File: config.mk
export PLATFORM = sky130hd
export DESIGN_NAME = nearest_neighbour_tour_unit
export DESIGN_NICKNAME = d
export VERILOG_FILES = /design/src/design/nnt_pkg.sv /design/src/design/nnt_dist_unit.sv /design/src/design/nearest_neighbour_tour_unit.sv
export SDC_FILE = /design/constraint.sdc
export NUM_CORES = 2
export LEC_CHECK = 0
export BUFFER_PORTS_ARGS = -buffer_cell sky130_fd_sc_hd__buf_2
export CAP_MARGIN = 15
export CORE_MARGIN = 5
export CORE_UTILIZATION = 25
export CTS_BUF_LIST = sky130_fd_sc_hd__clkbuf_8
export DETAILED_ROUTE_END_ITERATION = 16
export HOLD_SLACK_MARGIN = 0.15
export SLEW_MARGIN = 25
export SYNTH_ARGS = -nofsm -noshare
export SYNTH_HDL_FRONTEND = slang
export SYNTH_SLANG_ARGS = --single-unit
File: constraint.sdc
create_clock -name clk -period 18.4 [get_ports clk]
set_clock_uncertainty 0.15 [all_clocks]
set_input_delay 2.76 -clock clk [delete_from_list [all_inputs] [get_ports clk]]
set_output_delay 2.76 -clock clk [all_outputs]
set_load 0.05 [all_outputs]
File: src/design/nnt_pkg.sv
// ----------------------------------------------------------------------------
// nnt_pkg
// Types and constants shared by the nearest-neighbor tour unit.
// ----------------------------------------------------------------------------
package nnt_pkg;

  localparam int MAX_CITIES_DEF = 64;
  localparam int COORD_BITS_DEF = 16;

  localparam int IN_W       = 16;
  localparam int CITY_W     = 6;
  localparam int NUM_W      = 7;
  localparam int START_W    = 6;
  localparam int CFG_ADDR_W = 3;
  localparam int CFG_DATA_W = 32;

  localparam logic [NUM_W-1:0] NUM_RESET = 7'd64;

  // Register selects, taken from the word address bit.
  localparam logic REG_NUM_CITIES = 1'b0;
  localparam logic REG_START_CITY = 1'b1;

  typedef struct packed {
    logic [IN_W-1:0] city_x;
    logic [IN_W-1:0] city_y;
  } nnt_in_t;

  typedef struct packed {
    logic [CITY_W-1:0] tour_city;
    logic              tour_end;
  } nnt_out_t;

  // Tag that travels with each candidate through the distance pipeline.
  typedef struct packed {
    logic              valid;
    logic              last;
    logic [CITY_W-1:0] idx;
  } nnt_tag_t;

endpackage

File: src/design/nnt_dist_unit.sv
// ----------------------------------------------------------------------------
// nnt_dist_unit
// Three-stage squared distance pipeline: absolute differences, squares, sum.
// ----------------------------------------------------------------------------
module nnt_dist_unit #(
  parameter int COORD_BITS = nnt_pkg::COORD_BITS_DEF
) (
  input  logic                    clk,
  input  logic                    rst_n,
  input  nnt_pkg::nnt_tag_t       tag_in,
  input  logic [COORD_BITS-1:0]   cand_x,
  input  logic [COORD_BITS-1:0]   cand_y,
  input  logic [COORD_BITS-1:0]   cur_x,
  input  logic [COORD_BITS-1:0]   cur_y,
  output nnt_pkg::nnt_tag_t       tag_out,
  output logic [2*COORD_BITS:0]   dist_out,
  output logic [COORD_BITS-1:0]   cx_out,
  output logic [COORD_BITS-1:0]   cy_out
);

  localparam int SQ_W   = 2 * COORD_BITS;
  localparam int DIST_W = 2 * COORD_BITS + 1;

  nnt_pkg::nnt_tag_t     s1_tag_r, s2_tag_r, s3_tag_r;
  logic [COORD_BITS-1:0] s1_dx_r, s1_dy_r;
  logic [COORD_BITS-1:0] s1_x_r, s1_y_r, s2_x_r, s2_y_r, s3_x_r, s3_y_r;
  logic [SQ_W-1:0]       s2_dx2_r, s2_dy2_r;
  logic [DIST_W-1:0]     s3_d_r;
  logic [COORD_BITS-1:0] dx, dy;

  assign dx = (cand_x > cur_x) ? (cand_x - cur_x) : (cur_x - cand_x);
  assign dy = (cand_y > cur_y) ? (cand_y - cur_y) : (cur_y - cand_y);

  always_ff @(posedge clk) begin
    if (!rst_n) begin
      s1_tag_r <= '0;
      s2_tag_r <= '0;
      s3_tag_r <= '0;
    end else begin
      s1_tag_r <= tag_in;
      s2_tag_r <= s1_tag_r;
      s3_tag_r <= s2_tag_r;
    end
  end

  always_ff @(posedge clk) begin
    s1_dx_r  <= dx;
    s1_dy_r  <= dy;
    s1_x_r   <= cand_x;
    s1_y_r   <= cand_y;
    s2_dx2_r <= SQ_W'(s1_dx_r) * SQ_W'(s1_dx_r);
    s2_dy2_r <= SQ_W'(s1_dy_r) * SQ_W'(s1_dy_r);
    s2_x_r   <= s1_x_r;
    s2_y_r   <= s1_y_r;
    s3_d_r   <= DIST_W'(s2_dx2_r) + DIST_W'(s2_dy2_r);
    s3_x_r   <= s2_x_r;
    s3_y_r   <= s2_y_r;
  end

  assign tag_out  = s3_tag_r;
  assign dist_out = s3_d_r;
  assign cx_out   = s3_x_r;
  assign cy_out   = s3_y_r;

endmodule

File: src/design/nearest_neighbour_tour_unit.sv
// ----------------------------------------------------------------------------
// nearest_neighbour_tour_unit
// Loads city coordinates and emits a greedy nearest-neighbor tour over them.
// ----------------------------------------------------------------------------
// Channel   Ports                                   Transfer when
// input     start, busy, in_data                    start high while busy low
// result    out_valid, out_data                     out_valid high, one cycle
// config    psel, penable, pwrite, paddr, pwdata,   psel, penable, pwrite high
//           prdata, pready
//
// Loading takes one cycle per city; busy stays low while cities are loaded.
// After the last city of a run, the tour starts. For N cities, each tour step
// reads all N coordinates from the single read port of the coordinate memory,
// one per cycle, and the next step starts once the last candidate has passed
// the read register, the three-stage distance unit and the compare.
// Reset is synchronous and clears the control state; the coordinate memory
// needs no clearing. Results cannot be stalled by the receiver.
// ----------------------------------------------------------------------------
module nearest_neighbour_tour_unit #(
  parameter int MAX_CITIES = nnt_pkg::MAX_CITIES_DEF,
  parameter int COORD_BITS = nnt_pkg::COORD_BITS_DEF
) (
  input  logic                               clk,
  input  logic                               rst_n,
  // Configuration port.
  input  logic                               psel,
  input  logic                               penable,
  input  logic                               pwrite,
  input  logic [nnt_pkg::CFG_ADDR_W-1:0]     paddr,
  input  logic [nnt_pkg::CFG_DATA_W-1:0]     pwdata,
  output logic [nnt_pkg::CFG_DATA_W-1:0]     prdata,
  output logic                               pready,
  // City input.
  input  logic                               start,
  output logic                               busy,
  input  nnt_pkg::nnt_in_t                   in_data,
  // Tour output.
  output logic                               out_valid,
  output nnt_pkg::nnt_out_t                  out_data
);

  localparam int IDX_W  = $clog2(MAX_CITIES);
  localparam int CNT_W  = $clog2(MAX_CITIES + 1);
  localparam int MEM_W  = 2 * COORD_BITS;
  localparam int DIST_W = 2 * COORD_BITS + 1;
  localparam logic [nnt_pkg::IN_W-1:0] IN_MASK = (COORD_BITS >= nnt_pkg::IN_W) ?
      {nnt_pkg::IN_W{1'b1}} : nnt_pkg::IN_W'((32'd1 << COORD_BITS) - 32'd1);
  localparam logic [nnt_pkg::NUM_W-1:0] MAX_NUM = nnt_pkg::NUM_W'(MAX_CITIES);
  localparam logic [nnt_pkg::NUM_W-1:0] MIN_NUM = nnt_pkg::NUM_W'(2);

  typedef enum logic [2:0] {S_LOAD, S_FETCH, S_SEED, S_SCAN, S_WAIT} state_t;

  // --------------------------------------------------------------------------
  // Configuration registers. Registers are decoded by the word address bit,
  // so the byte offset bits are ignored.
  // --------------------------------------------------------------------------
  logic [nnt_pkg::NUM_W-1:0]   num_cities_r;
  logic [nnt_pkg::START_W-1:0] start_city_r;
  logic                        cfg_wr;

  assign cfg_wr = psel & penable & pwrite;
  assign pready = 1'b1;

  always_ff @(posedge clk) begin
    if (!rst_n) begin
      num_cities_r <= nnt_pkg::NUM_RESET;
      start_city_r <= '0;
    end else if (cfg_wr) begin
      unique case (paddr[2])
        nnt_pkg::REG_NUM_CITIES: num_cities_r <= pwdata[nnt_pkg::NUM_W-1:0];
        nnt_pkg::REG_START_CITY: start_city_r <= pwdata[nnt_pkg::START_W-1:0];
        default: ;
      endcase
    end
  end

  always_comb begin
    unique case (paddr[2])
      nnt_pkg::REG_NUM_CITIES: prdata = nnt_pkg::CFG_DATA_W'(num_cities_r);
      nnt_pkg::REG_START_CITY: prdata = nnt_pkg::CFG_DATA_W'(start_city_r);
      default:                 prdata = '0;
    endcase
  end

  // --------------------------------------------------------------------------
  // Effective city count and first city. A count below two acts as two and a
  // count beyond the memory depth acts as the depth; a start city outside the
  // count falls back to city zero.
  // --------------------------------------------------------------------------
  logic [CNT_W-1:0] n_eff;
  logic [IDX_W-1:0] start_sel;

  always_comb begin
    if (num_cities_r < MIN_NUM) begin
      n_eff = CNT_W'(2);
    end else if (num_cities_r > MAX_NUM) begin
      n_eff = CNT_W'(MAX_CITIES);
    end else begin
      n_eff = CNT_W'(num_cities_r);
    end
  end

  assign start_sel = (8'(start_city_r) < 8'(n_eff)) ? IDX_W'(start_city_r) : '0;

  // --------------------------------------------------------------------------
  // Registers of the control path.
  // --------------------------------------------------------------------------
  state_t                state_r;
  logic [CNT_W-1:0]      lc_r;        // cities loaded in this run
  logic [CNT_W-1:0]      n_r;         // city count latched for the tour
  logic [IDX_W-1:0]      first_r;
  logic [CNT_W-1:0]      pos_r;       // results emitted so far in this tour
  logic [IDX_W-1:0]      scan_idx_r;
  logic [MAX_CITIES-1:0] visited_r;
  logic [COORD_BITS-1:0] cur_x_r, cur_y_r;
  logic [IDX_W-1:0]      best_idx_r;
  logic [DIST_W-1:0]     best_d_r;
  logic [COORD_BITS-1:0] best_x_r, best_y_r;
  logic                  found_r;
  nnt_pkg::nnt_tag_t     tag0_r;
  logic                  out_valid_r;
  nnt_pkg::nnt_out_t     out_data_r;

  logic                  in_acc;
  logic [CNT_W-1:0]      lc_inc;
  logic                  tour_go;
  logic                  scan_last;
  nnt_pkg::nnt_tag_t     scan_tag;

  assign busy    = (state_r != S_LOAD);
  assign in_acc  = start & ~busy;
  assign lc_inc  = lc_r + 1'b1;
  assign tour_go = in_acc && (lc_inc >= n_eff);

  // The tag of the candidate read in this scan cycle.
  assign scan_last = (CNT_W'(scan_idx_r) == n_r - 1'b1);
  assign scan_tag  = '{valid: 1'b1, last: scan_last, idx: nnt_pkg::CITY_W'(scan_idx_r)};

  // --------------------------------------------------------------------------
  // Coordinate memory: x in the low half of a word, y in the high half. It is
  // written while loading and read once per cycle during the tour, so a write
  // and a read never meet in the same cycle.
  // --------------------------------------------------------------------------
  logic [MEM_W-1:0]      coord_mem [MAX_CITIES];
  logic [MEM_W-1:0]      rd_data_r;
  logic                  rd_en;
  logic [IDX_W-1:0]      rd_addr;
  logic [COORD_BITS-1:0] x_m, y_m;

  assign x_m     = COORD_BITS'(in_data.city_x & IN_MASK);
  assign y_m     = COORD_BITS'(in_data.city_y & IN_MASK);
  assign rd_en   = (state_r == S_FETCH) || (state_r == S_SCAN);
  assign rd_addr = (state_r == S_FETCH) ? first_r : scan_idx_r;

  always_ff @(posedge clk) begin
    if (in_acc) begin
      coord_mem[lc_r[IDX_W-1:0]] <= {y_m, x_m};
    end
    if (rd_en) begin
      rd_data_r <= coord_mem[rd_addr];
    end
  end

  // --------------------------------------------------------------------------
  // Distance pipeline. The tag registered with each read lines up with the
  // memory output in the following cycle.
  // --------------------------------------------------------------------------
  nnt_pkg::nnt_tag_t     t3_tag;
  logic [DIST_W-1:0]     t3_d;
  logic [COORD_BITS-1:0] t3_x, t3_y;

  nnt_dist_unit #(
    .COORD_BITS (COORD_BITS)
  ) u_dist (
    .clk      (clk),
    .rst_n    (rst_n),
    .tag_in   (tag0_r),
    .cand_x   (rd_data_r[COORD_BITS-1:0]),
    .cand_y   (rd_data_r[MEM_W-1:COORD_BITS]),
    .cur_x    (cur_x_r),
    .cur_y    (cur_y_r),
    .tag_out  (t3_tag),
    .dist_out (t3_d),
    .cx_out   (t3_x),
    .cy_out   (t3_y)
  );

  // --------------------------------------------------------------------------
  // Compare. Visited cities are skipped; a strictly smaller distance replaces
  // the best so far, so ties keep the lowest index seen first.
  // --------------------------------------------------------------------------
  logic                  take;
  logic [IDX_W-1:0]      sel_idx;
  logic [COORD_BITS-1:0] sel_x, sel_y;
  logic                  last_pos;

  assign take     = t3_tag.valid && !visited_r[t3_tag.idx[IDX_W-1:0]] &&
                    (!found_r || (t3_d < best_d_r));
  assign sel_idx  = take ? t3_tag.idx[IDX_W-1:0] : best_idx_r;
  assign sel_x    = take ? t3_x : best_x_r;
  assign sel_y    = take ? t3_y : best_y_r;
  assign last_pos = (pos_r == n_r - 1'b1);

  // --------------------------------------------------------------------------
  // Sequencer. Loading stores one city per transfer. A tour fetches the first
  // city, then repeats a scan of all loaded cities for every further position
  // and commits the winner when the last candidate leaves the pipeline.
  // --------------------------------------------------------------------------
  always_ff @(posedge clk) begin
    if (!rst_n) begin
      state_r     <= S_LOAD;
      lc_r        <= '0;
      n_r         <= '0;
      first_r     <= '0;
      pos_r       <= '0;
      scan_idx_r  <= '0;
      visited_r   <= '0;
      found_r     <= 1'b0;
      tag0_r      <= '0;
      out_valid_r <= 1'b0;
    end else begin
      // A result leaves with the first city and with every committed winner.
      out_valid_r <= (state_r == S_SEED) || (t3_tag.valid && t3_tag.last);
      tag0_r      <= (state_r == S_SCAN) ? scan_tag : '0;

      unique case (state_r)
        S_LOAD: begin
          if (in_acc) begin
            if (tour_go) begin
              lc_r    <= '0;
              n_r     <= n_eff;
              first_r <= start_sel;
              state_r <= S_FETCH;
            end else begin
              lc_r <= lc_inc;
            end
          end
        end
        S_FETCH: begin
          visited_r <= '0;
          state_r   <= S_SEED;
        end
        S_SEED: begin
          cur_x_r             <= rd_data_r[COORD_BITS-1:0];
          cur_y_r             <= rd_data_r[MEM_W-1:COORD_BITS];
          visited_r[first_r]  <= 1'b1;
          out_data_r          <= '{tour_city: nnt_pkg::CITY_W'(first_r), tour_end: 1'b0};
          pos_r               <= CNT_W'(1);
          scan_idx_r          <= '0;
          found_r             <= 1'b0;
          state_r             <= S_SCAN;
        end
        S_SCAN: begin
          if (scan_last) begin
            state_r <= S_WAIT;
          end else begin
            scan_idx_r <= scan_idx_r + 1'b1;
          end
        end
        S_WAIT: ;
        default: state_r <= S_LOAD;
      endcase

      // Candidates arrive while the scan is still issuing reads, so the
      // compare runs in both scan states.
      if (t3_tag.valid) begin
        if (t3_tag.last) begin
          cur_x_r            <= sel_x;
          cur_y_r            <= sel_y;
          visited_r[sel_idx] <= 1'b1;
          out_data_r         <= '{tour_city: nnt_pkg::CITY_W'(sel_idx), tour_end: last_pos};
          found_r            <= 1'b0;
          scan_idx_r         <= '0;
          if (last_pos) begin
            state_r <= S_LOAD;
          end else begin
            pos_r   <= pos_r + 1'b1;
            state_r <= S_SCAN;
          end
        end else if (take) begin
          best_idx_r <= sel_idx;
          best_d_r   <= t3_d;
          best_x_r   <= sel_x;
          best_y_r   <= sel_y;
          found_r    <= 1'b1;
        end
      end
    end
  end

  assign out_valid = out_valid_r;
  assign out_data  = out_data_r;

endmodule

==> Word-level counts from Yosys, hierarchy flattened <==
Memory sizes are Yosys's and may differ from the RTL's. A register that Yosys moved wholly into a read port is not among the register bits.
Index checks and enable logic that the tools add are counted.
{ "totals": {"ff_bits": 482, "ram_bits": 2048, "output_inout_bits": 42, "word_cells": 151, "n_memories": 1} }
{ "mem_list": {"columns": ["name", "depth", "width", "rd", "rd_clocked_by_memory_dff", "wr", "line_no", "source"], "rows": [
  ["coord_mem", 64, 32, 1, 1, 1, "nearest_neighbour_tour_unit.sv:144", "logic [MEM_W-1:0] coord_mem [MAX_CITIES];"]
]} }
{ "op_classes": {"n_addsub": 9, "mul": 2, "n_lt_le_gt_ge": 12, "n_eq_ne": 6, "mux": 52, "n_bitwise": 8, "reduce_logical": 19} }
{ "op_table": {"columns": ["op", "count"], "rows": [
  ["$mux W64", 3],
  ["$mux W16", 10],
  ["$or A64 B64 Y64", 2],
  ["$pmux W64 S2", 1],
  ["$mux W7", 10],
  ["$mul A16 B16 Y32", 2],
  ["$pmux W32 S2", 1],
  ["$sub A16 B16 Y16", 4],
  ["$mux W6", 6],
  ["$add A32 B32 Y33", 1],
  ["$lt A33 B33 Y1", 1],
  ["$gt A16 B16 Y1", 2],
  ["$lt A6 B7 Y1 const B", 3],
  ["$mux W3", 5],
  ["$pmux W3 S5", 1],
  ["$add A7 B1 Y7 const B", 2],
  ["$demux W1 S6", 2],
  ["$ge A6 B1 Y1 const B", 2],
  ["$pmux W6 S2", 1],
  ["$mux W1", 9],
  ["$mux W8", 1],
  ["$reduce_and A2 Y1", 4],
  ["$eq A6 B7 Y1", 1],
  ["$eq A7 B7 Y1", 1],
  ["20 further kinds", 33]
]} }

==> Longest topological paths before layout <==
{ "depth": {"depth_word": 13, "ltp_mapped": 26, "depth_no_buf": 25} }

==> Cells and area by module <==
A second synthesis with hierarchy kept.
{ "hier_totals": {"cells_unflattened": 7482, "area_unflattened_um2": 116671.9} }
{ "by_module_without_submodules": {"columns": ["module", "n_inst", "cells_per_inst", "area_per_inst_um2", "seq_area_each_um2"], "rows": [
  ["nearest_neighbour_tour_unit", 1, 4845, 92392.4, 68225.4],
  ["nnt_dist_unit", 1, 2637, 24279.5, 4944.7]
]} }

==> Worst setup path before layout <==
No wires, ideal clock.
{ "synth_path": {"kind": "in2reg", "startpoint": "input port rst_n", "endpoint": "register best_d_r[0], enable pin", "t_arrival_ns": 8.218, "required_time_ns": 17.648, "setup_slack_ns": 9.429, "stages": 3, "path_cell_list": "inv_2 -> clkbuf_1 -> nor3b_1"} }
{ "synth_via": {"elab_chain_cells": 1} }
{ "synth_lines": {"columns": ["item", "line_no", "source"], "rows": [
  ["from (decl)", "nearest_neighbour_tour_unit.sv:24", "input logic rst_n,"],
  ["$reduce_and A4 Y1 (no source line)", null, null],
  ["to (signal assigned)", "nearest_neighbour_tour_unit.sv:282", "best_d_r <= t3_d;"],
  ["to (decl)", "nearest_neighbour_tour_unit.sv:117", "logic [DIST_W-1:0] best_d_r;"]
]} }
No other way between the ends.
A chain may end at the register's enable or synchronous reset.

==> Worst setup path after layout <==
{ "layout_path": {"startpoint": "register u_dist.s1_dx_r[8]", "endpoint": "register u_dist.s2_dx2_r[31]"} }
{ "layout_via": {"elab_chain_cells": 1} }
{ "layout_lines": {"columns": ["item", "line_no", "source"], "rows": [
  ["from (decl)", "nnt_dist_unit.sv:25", "logic [COORD_BITS-1:0] s1_dx_r, s1_dy_r;"],
  ["from (signal assigned)", "nnt_dist_unit.sv:47", "s1_dx_r <= dx;"],
  ["$mul A16 B16 Y32", "nnt_dist_unit.sv:51", "s2_dx2_r <= SQ_W'(s1_dx_r) * SQ_W'(s1_dx_r);"],
  ["to (signal assigned)", "nnt_dist_unit.sv:51", null],
  ["to (decl)", "nnt_dist_unit.sv:27", "logic [SQ_W-1:0] s2_dx2_r, s2_dy2_r;"]
]} }
No other way between the ends.

==> qor.csv <==
stage;metric;value;unit
layout;ratio of cells with drive above 1 in the final layout;17.6;%
yosys;leading register cell type out of synthesis;sky130_fd_sc_hd__edfxtp_1;
timing;Slew HR;26.6;%
placement;routability-driven placement congestion ratio;0.782;
grt;Total GRT Usage;11.1;%
yosys;number of synthesis warnings;0;
die;standard-cell rows;249;
worst_setup_path;critical path class;reg2reg;
worst_setup_path;critical register-to-register path endpoint;u_dist.s2_dx2_r[31];
placement;count of buffers inserted at the top-level ports;61;
worst_setup_path;sort of element at the start of the critical path;register;
worst_setup_path;biggest cell delay along the critical path;790;ps
grt;pin count of the biggest net entering global routing;109;
cts;count of buffers added by post-CTS timing repair for setup;0;
route;detailed-route wire length;269000;um
worst_setup_path;Data arrival, critical path;8090;ps
route;count of TritonRoute iterations in the first routing pass;9;
yosys;Post-Syn Area;115000;um2
placement;Placement Setup Slack;10860;ps
worst_hold_path;Hold WC Path Type;reg2reg;
grt;global-route wire length before repair;406000;um
worst_setup_path;number of buffers and inverters on the critical path;8;
die;CORE AREA;460000;um2
yosys;EDFF count, synth;2190;
die;horizontal extent of the die;689;um
worst_setup_path;Slowest cell on crit path;sky130_fd_sc_hd__o41ai_1;
die;height of the die;689;um
route;number of design-rule violations left by the first detailed-router iteration;5170;
worst_setup_path;cell depth of the worst setup path;26;
yosys;fraction of registers with async set/reset;0;%
die;I/O pin count;115;
route;drt via density;4.44;
die;initial core utilization;25.1;%
timing;Highest Clock Rate;0.134;GHz
timing;unrepaired setup endpoints after global routing;false;
timing;Final Hold Vio Count;0;
timing;Setup WS post-layout;10950;ps
flow_run;max-cap violations;0;
worst_hold_path;Worst Hold Path Cells;0;
yosys;dominant combinational cell family by area after synthesis;multiplexers;
route;final antenna-violating net count;0;
layout;final net count;8314;
timing;aggregate negative setup slack;0;ps
timing;max-slew violation count;0;
yosys;library cells used by synthesis;71;
worst_hold_path;HP Start;u_dist.s1_y_r[8];
yosys;number of flip-flops and latches in the synthesized netlist;2560;
worst_setup_path;largest fanout of any net on the critical path;11;
worst_setup_path;required time at the worst-slack endpoint;19040;ps
yosys;proportion of synthesized area in mux cells;11.4;%
layout;area growth from synthesis to layout;13.4;%
cts;number of clock buffers inserted by TritonCTS;385;
timing;post-route minimum period;7450;ps
route;detailed-route via count;62300;
worst_setup_path;Reg2Reg Launch Point;u_dist.s1_dx_r[8];
cts;Clock Pin Slew Worst Setup and Hold Paths;70;ps
timing;Final Hold Slack;147;ps
cts;maximum buffer depth of the clock tree;4;
worst_hold_path;Worst Hold Endpoint;u_dist.s2_y_r[8];
cts;clock root buffer master;sky130_fd_sc_hd__clkbuf_8;
cts;clock sink count;2560;
timing;share of the clock period used by the worst path after layout;40.5;%
cts;post-cts gate resize count;0;
timing;Final setup viols;0;
grt;Overflow after GRT;0;
yosys;portion of the post-synthesis area used by sequential elements;63.5;%
worst_setup_path;Reg2Reg Setup Slack;10950;ps
grt;vias in the first global route;64600;
yosys;Simple-Gate Fraction of Synth Area;5.71;%
layout;total of fill cells in the finished design;45900;
cts;Clk Latency, worst-skew pair;1020;ps
cts;quantity of hold-fixing buffers added after cts;0;
route;final routed wire length divided by cell count;19.2;um
layout;most frequent cells in the layout;2190 x sky130_fd_sc_hd__edfxtp_1, 759 x sky130_fd_sc_hd__inv_1, 570 x sky130_fd_sc_hd__nand2_1;
route;number of DRC violations after detailed routing;0;
timing;transition at the pin with the smallest max-transition slack;1090;ps
yosys;xor/xnor share of the synthesized area;1.11;%
worst_setup_path;worst-case reg-to-reg path depth;26;
yosys;synthesized netlist cell count;7348;
layout;most frequent standard cell in the layout excluding fill and tap cells;sky130_fd_sc_hd__edfxtp_1;
yosys;fraction of the mapped netlist area in compound gates;5.38;%
placement;half-perimeter wire length of the detailed placement result;159000;um
worst_setup_path;category of cells accounting for the largest share of critical-path delay;adder cells;
worst_setup_path;element type at the critical path end;register;
status;result of the run;finished clean;
die;area enclosed by the die boundary;475000;um2
layout;post-route cell area;131000;um2
yosys;Adder-Cell Fraction of Synth Area;9.44;%
cts;maximum level of the CTS H-tree;5;
worst_setup_path;cell mode on critical path;sky130_fd_sc_hd__inv_1;
grt;initial antenna violation count;12;
yosys;synthesized area divided by synthesized cell count;15.7;um2
placement;Cell Area, Placed;124000;um2
cts;CTS tree;yes;
[how the worst max path moves through the flow]
stage	start	endpoint
3_3_place_gp	u_dist.s1_dx_r[3]	u_dist.s2_dx2_r[29]
6_report	u_dist.s1_dx_r[8]	u_dist.s2_dx2_r[31]
3_5_place_dp	u_dist.s1_dx_r[3]	u_dist.s2_dx2_r[29]
4_1_cts	u_dist.s1_dx_r[8]	u_dist.s2_dx2_r[29]
2_1_floorplan	rst_n	best_d_r[0]
5_1_grt	u_dist.s1_dx_r[3]	u_dist.s2_dx2_r[31]
[cell usage after synthesis, types with 7 or more instances]
cell type                  instances  area share, %
sky130_fd_sc_hd__nand2_1         571            1.9
sky130_fd_sc_hd__dfxtp_1         370            6.4
sky130_fd_sc_hd__or2_2             8          0.043
sky130_fd_sc_hd__nor3_1           32           0.14
sky130_fd_sc_hd__nand2b_1         23           0.12
sky130_fd_sc_hd__nand4_1          25           0.14
sky130_fd_sc_hd__nor3b_1          14          0.091
sky130_fd_sc_hd__o21ai_0          79           0.34
sky130_fd_sc_hd__fa_1            328            5.7
sky130_fd_sc_hd__buf_4            27           0.18
sky130_fd_sc_hd__a311oi_1         66           0.50
sky130_fd_sc_hd__nand3_1          52           0.23
sky130_fd_sc_hd__clkbuf_1        273           0.89
sky130_fd_sc_hd__nor2_1          332            1.1
sky130_fd_sc_hd__or3_1            17          0.092
sky130_fd_sc_hd__a21oi_1         208           0.90
sky130_fd_sc_hd__a31oi_1         105           0.57
sky130_fd_sc_hd__buf_2            41           0.18
sky130_fd_sc_hd__mux2_2           61           0.60
sky130_fd_sc_hd__buf_1            50           0.16
sky130_fd_sc_hd__xnor2_1          99           0.75
sky130_fd_sc_hd__a222oi_1         62           0.54
sky130_fd_sc_hd__o21bai_1         17           0.11
sky130_fd_sc_hd__o211ai_1          7          0.046
sky130_fd_sc_hd__nand3b_1         14          0.091
sky130_fd_sc_hd__ha_1            344            3.7
sky130_fd_sc_hd__mux4_2          533             10
sky130_fd_sc_hd__a21o_1           80           0.52
sky130_fd_sc_hd__and2_1          260            1.4
sky130_fd_sc_hd__nor2b_1          38           0.21
sky130_fd_sc_hd__o21a_1           21           0.14
sky130_fd_sc_hd__a211oi_1        180            1.2
sky130_fd_sc_hd__inv_1           624            2.0
sky130_fd_sc_hd__mux2i_1          38           0.33
sky130_fd_sc_hd__a31o_2            8          0.061
sky130_fd_sc_hd__and3_1           16          0.087
sky130_fd_sc_hd__xor2_1           47           0.36
sky130_fd_sc_hd__edfxtp_1       2190             57
[worst reg2reg max path, cell delays in order (launching register included)]
cell	delay, ps
sky130_fd_sc_hd__dfxtp_1	300
sky130_fd_sc_hd__buf_4	190
sky130_fd_sc_hd__inv_1	340
sky130_fd_sc_hd__nor2_1	130
sky130_fd_sc_hd__fa_1	520
sky130_fd_sc_hd__inv_1	60
sky130_fd_sc_hd__fa_1	530
sky130_fd_sc_hd__inv_1	60
sky130_fd_sc_hd__fa_1	500
sky130_fd_sc_hd__inv_1	60
sky130_fd_sc_hd__fa_1	530
sky130_fd_sc_hd__inv_1	50
sky130_fd_sc_hd__fa_1	480
sky130_fd_sc_hd__inv_1	50
sky130_fd_sc_hd__fa_1	470
sky130_fd_sc_hd__inv_1	40
sky130_fd_sc_hd__ha_1	360
sky130_fd_sc_hd__nand4_1	160
sky130_fd_sc_hd__nor2_1	130
sky130_fd_sc_hd__a21oi_1	110
sky130_fd_sc_hd__a21oi_1	350
sky130_fd_sc_hd__a221oi_1	220
sky130_fd_sc_hd__o41ai_1	790
sky130_fd_sc_hd__a2111oi_0	260
sky130_fd_sc_hd__o21bai_1	190
sky130_fd_sc_hd__a21oi_1	90
sky130_fd_sc_hd__xnor2_1	190
[cell type report]
type                    instances  area [um2]  share of cell area [%]
diodes                          4        10.0                 0.00766
clock buffers                 405        5570                    4.27
clock inverters               281        1430                    1.09
inverters                     626        2350                    1.80
multi-input cells            3793       38800                    29.7
flip-flops and latches       2560       73200                    56.0
well taps                    6149        7690                    5.89
repair buffers                203        1620                    1.24
[sequential cells by signal, summed over array words and instances, names as in the netlist, 31 cells and up]
signal           cells
coord_mem         2048
visited_r           64
best_d_r            33
u_dist.dist_out     33
rd_data_r           32
u_dist.s2_dx2_r     31
u_dist.s2_dy2_r     31
[logic make-up after synthesis]
logic type	count (synthesis)
buffers and inverters	1019
DFF	2560
AOI/OAI and AO/OA	895
muxes	635
other	2
xor gates and xnor gates	146
and+or+nand+nor	1419
adders and majority gates	672
[stage by stage]
step	utilization [%]	std cells
6_report	28.4	14000
2_1_floorplan	-	7372
4_1_cts	28.4	14000
3_5_place_dp	26.9	13300
3_3_place_gp	26.9	13300
5_1_grt	28.4	14000
[layer usage]
| layer | wire [um] | up-vias | track usage, % | share of wire [%] |
|---|---|---|---|---|
| li1 | - | 28000 | - | - |
| met1 | 117000 | 32100 | 15.0 | 43 |
| met2 | 128000 | 1759 | 18.3 | 48 |
| met3 | 17700 | 399 | 2.13 | 6.6 |
| met4 | 6010 | 2 | 2.82 | 2.2 |
| met5 | 13 | - | 0 | 0.0048 |
Power is left out: the tool's default activity adds up to more than one toggle a clock period on the data nets, which glitch-free logic cannot reach.
